$ cat config.mk
export PLATFORM = sky130hd
export DESIGN_NAME = mics_ram
export DESIGN_NICKNAME = d
export VERILOG_FILES = /design/src/hdl/mics_ram.sv
export SDC_FILE = /design/constraint.sdc
export NUM_CORES = 1
export LEC_CHECK = 0
export BUFFER_PORTS_ARGS = -buffer_cell sky130_fd_sc_hd__buf_4
export CORE_MARGIN = 1
export CORE_UTILIZATION = 35
export CTS_CLUSTER_SIZE = 10
export DETAILED_ROUTE_END_ITERATION = 8
export MAX_ROUTING_LAYER = met4
export SETUP_SLACK_MARGIN = 0.1
export SKIP_LAST_GASP = 1
export SLEW_MARGIN = 40
export SYNTH_ARGS = -nofsm -noshare
export SYNTH_HDL_FRONTEND = slang
export SYNTH_SLANG_ARGS = --single-unit
$ cat constraint.sdc
create_clock -name i_clk -period 3.1 [get_ports i_clk]
set_clock_uncertainty 0.2 [all_clocks]
set_input_delay 0.31 -clock i_clk [delete_from_list [all_inputs] [get_ports i_clk]]
set_output_delay 0.31 -clock i_clk [all_outputs]
set_load 0.005 [all_outputs]
$ cat src/hdl/mics_ram.sv
// Generic single-write, single-read synchronous RAM with registered read data.
// Stand-alone; no package needed.
module mics_ram #(
    parameter int WIDTH = 32,
    parameter int DEPTH = 32
) (
    input  logic                     i_clk,
    input  logic                     i_we,
    input  logic [$clog2(DEPTH)-1:0] i_waddr,
    input  logic [WIDTH-1:0]         i_wdata,
    input  logic [$clog2(DEPTH)-1:0] i_raddr,
    output logic [WIDTH-1:0]         o_rdata
);

    logic [WIDTH-1:0] r_mem [DEPTH];
    logic [WIDTH-1:0] r_rdata;

    always_ff @(posedge i_clk) begin
        if (i_we) begin
            r_mem[i_waddr] <= i_wdata;
        end
        r_rdata <= r_mem[i_raddr];
    end

    assign o_rdata = r_rdata;

endmodule

* Yosys cells after proc, flatten, opt, wreduce, memory -nomap -nowiden
Memories as Yosys holds them, arrays and structs flattened. A register that Yosys moved wholly into a read port is not among the register bits. Index checks and enable logic that the tools add are counted.
Operators by class: muxes and demuxes 2
Operator list (count):
- 2-to-1 mux 1 bit | 2
Storage, ports and cells: input bits 44, logic and storage cells 3, bits in registers 0, memory bits (writable) 1024, memories kept 1, output and inout port bits 32
Memory list:
- r_mem | depth 32, bits a word 32, read ports 1, clocked after memory_dff 1, write ports 1, RTL line 15 | logic [WIDTH-1:0] r_mem [DEPTH];

* Logic depth before layout (Yosys ltp)
word-level depth 2, gate-level depth with buffers 8, mapped depth without buffers 5

* Worst setup path after synthesis
OpenSTA, ideal clock, no wires.
kind input-to-reg, start in i_waddr[1], end mem r_mem[12][0], enable pin, data required time 2.479 ns, path buffers 1, arrival time 2.323 ns, path slack 0.156 ns, setup time 0.421 ns, cell stages on the path 3, path through or3b_2 clkbuf_1 nor2_1
RTL lines:
- start, declared | RTL line 9 | input logic [$clog2(DEPTH)-1:0] i_waddr,
- end, declared | RTL line 15
No word-level cell before the write port.

* Worst setup path after layout
start reg r_rdata[14], in the netlist o_rdata[14], read port of r_mem, end out o_rdata[14]
RTL lines:
- start, declared | RTL line 16 | logic [WIDTH-1:0] r_rdata;
- end, declared | RTL line 12 | output logic [WIDTH-1:0] o_rdata
No word-level cell between the ends.

==> impl_metrics.csv <==
group,metric,value,unit
outcome,outcome,"finished with violations",
outcome,violations,"DRC",
critical_path,critPathCaptureType,"output pin",
placed_design,dp_worst_setup_slack,0.719,ns
critical_path,cp_data_required_time,2.59,ns
critical_path,cp_cell_sequence,"buf_4",
clock_network,cts_max_level,3,
route,vias,21800,
placed_design,port_buffers,75,
sta,relSlewSlack,45.9,%
clock_network,numClockSinks,1056,
clock_network,cts_buffer_depth,3,
cells_and_area,fill_cells,10100,
yosys,syn_inst,2260,
grt,antenna_found_initial,4,
critical_path,startpoint,"o_rdata[14]",
pwr,power,30000,uW
die,die_h,342,um
worst_hold_path,min-delay-start,"i_raddr[2]",
sta,fin_crit_sh,60.8,%
route,ant_nets,0,
critical_path,r2r-start,"r_mem[5][24]",
die,io_pins,76,
die,start_util,35.4,%
sta,fin_crit,1.89,ns
cells_and_area,areaGrowthSynthToFinish,17.2,%
critical_path,critPathMaxStageDelay,0.52,ns
cells_and_area,instances_no_fill,4093,
cells_and_area,final_core_util,41.5,%
grt,grt_pass1_wl,150000,um
sta,finalSetupViolCount,0,
pwr,powerDensity,632,nW/um2
cells_and_area,drive_gt1_share,14.1,%
critical_path,critical_path_class,"reg -> out",
yosys,avgSynthCellArea,17.9,um2
critical_path,cp.arrival,1.38,ns
route,wl_per_cell,25.6,um
grt,grt_use_total,18.2,%
critical_path,critPathLaunchType,"flip-flop",
placed_design,placed_cells,3840,
die,core_area,115000,um2
placed_design,hpwl,57700,um
sta,fmax,530,MHz
clock_network,cts_resized,0,
die,core.rowCount,124,
route,via_per_inst,5.31,
clock_network,cts_buffers,116,
clock_network,tritoncts,"built",
placed_design,place_congestion,0.769,
sta,setup_ws,1.21,ns
cells_and_area,nets,2522,
yosys,synth_area,40500,um2
critical_path,crit_buf_inv,1,
clock_network,root_buffer,"clkbuf_16",
die,fp.dieW,342,um
sta,finalSetupTns,0,ns
cells_and_area,multi_input_area,8610,um2
yosys,synthDistinctLibCells,25,
grt,grt-ovfl-total,0,
sta,hold_violations,0,
clock_network,clk_pin_slew,0.05,ns
sta,drv_slew,0,
yosys,ys_seq_area_share,77.5,%
worst_hold_path,hold_path_class,"in -> reg",
route,wl,105000,um
yosys,syn_nets,2304,
grt,grt_max_degree,45,
route,drc,14,
route,drt-initial-drc-count,1925,
yosys,ys_ff_latch,1056,
route,dr.pass1.iters,7,
pwr,p_leak,0.0164,uW
sta,rsz0062_at_grt,"false",
sta,max_slew.worst_pin.slew,0.811,ns
critical_path,crit_slowest_cell,"dfxtp_1",
flow_run,drv_cap,0,
die,dieArea,117000,um2
yosys,yosysWarningCount,0,
critical_path,crit_family,"flip-flops",
pwr,ir_drop,0.000427,V
critical_path,path_max_fanout,1,
clock_network,clock_latency,0.68,ns
cells_and_area,seq_area,31400,um2
grt,grt_pass1_vias,21900,
==> worst paths after layout <==
| kind | end | slack [ns] | depth (start not counted) |
|---|---|---|---|
| max | o_rdata[14] | 1.21 | 1 |
| max reg2reg | o_rdata[24] | 1.54 | 5 |
| min | o_rdata[26] | 0.09 | 6 |
| min reg2reg | o_rdata[30] | 0.39 | 4 |
==> layout by cell type (no fill, tap or decap), drive strengths merged, types with 34 or more instances in the layout <==
cell type / n
buf: 195
a22o: 64
nand3: 98
nor2: 34
nand2: 98
edfxtp: 1024
clkbuf: 211
a22oi: 96
mux2i: 512
a21oi: 96
==> sequential cells by signal, indices dropped and copies added, names as in the netlist <==
| name | flops |
|---|---|
| r_mem | 1024 |
| o_rdata | 32 |
==> synthesized netlist by cell type <==
cell type / count / area [um2]
and2b_1: 1 / 7.51
buf_6: 15 / 169
nand2_1: 98 / 368
and2_1: 1 / 6.26
a22oi_1: 96 / 721
or3b_2: 3 / 26.3
nand3_1: 98 / 490
clkbuf_4: 2 / 15.0
nand2b_1: 2 / 12.5
a21oi_1: 96 / 480
a22o_1: 64 / 561
nor3_1: 32 / 160
buf_4: 33 / 248
nor2_1: 34 / 128
clkbuf_1: 46 / 173
or2_2: 1 / 6.26
buf_1: 5 / 18.8
edfxtp_1: 1024 / 30700
or3_1: 1 / 6.26
nand3b_1: 5 / 37.5
dfxtp_1: 32 / 641
mux2i_1: 512 / 5120
a31oi_1: 32 / 200
nor2b_1: 1 / 6.26
buf_2: 26 / 130
==> area by class of cell <==
cell class | count | area share [%]
clock buffer | 211 | 6.98
multi-input combinational | 1077 | 18.1
clock inverter | 6 | 0.171
tap | 1512 | 3.99
sequential | 1056 | 66.1
antenna | 4 | 0.0211
timing repair buffer | 227 | 4.57
==> through the flow <==
stage | hold WS [ns] | cell area [um2]
2_1_floorplan | 0.209 | 40500
3_3_place_gp | 0.375 | 43700
3_5_place_dp | 0.388 | 43700
4_1_cts | 0.0449 | 47500
5_1_grt | 0.109 | 47500
6_report | 0.0882 | 47500
==> kinds of logic after synthesis <==
| kind of cell | count (synthesis) | share of synthesized area, % |
|---|---|---|
| buffers and inverters | 127 | 1.86 |
| AOI/OAI and AO/OA | 288 | 4.85 |
| muxes | 512 | 12.7 |
| and+or+nand+nor | 277 | 3.10 |
| DFF | 1056 | 77.5 |
==> per-layer routing <==
layer  vias up  track usage, %  wire length (um)
li1       9449               -                 -
met1     11300            24.4             45100
met2       834            28.2             49300
met3       158            3.21              7860
met4         0            5.36              2380
met5         -               -                 0
==> report_power, final <==
| group | switching, uW | internal (uW) |
|---|---|---|
| Sequential | 102 | 15900 |
| Clock | 5240 | 7200 |
| Combinational | 987 | 592 |
| Total | 6330 | 23700 |
==> timing repair <==
item                      in CTS  in global routing
hold endpoints to repair    1024                  0
hold buffers                  32                  0
setup buffers                  0                  0
Power figures use the tool's default switching activity.
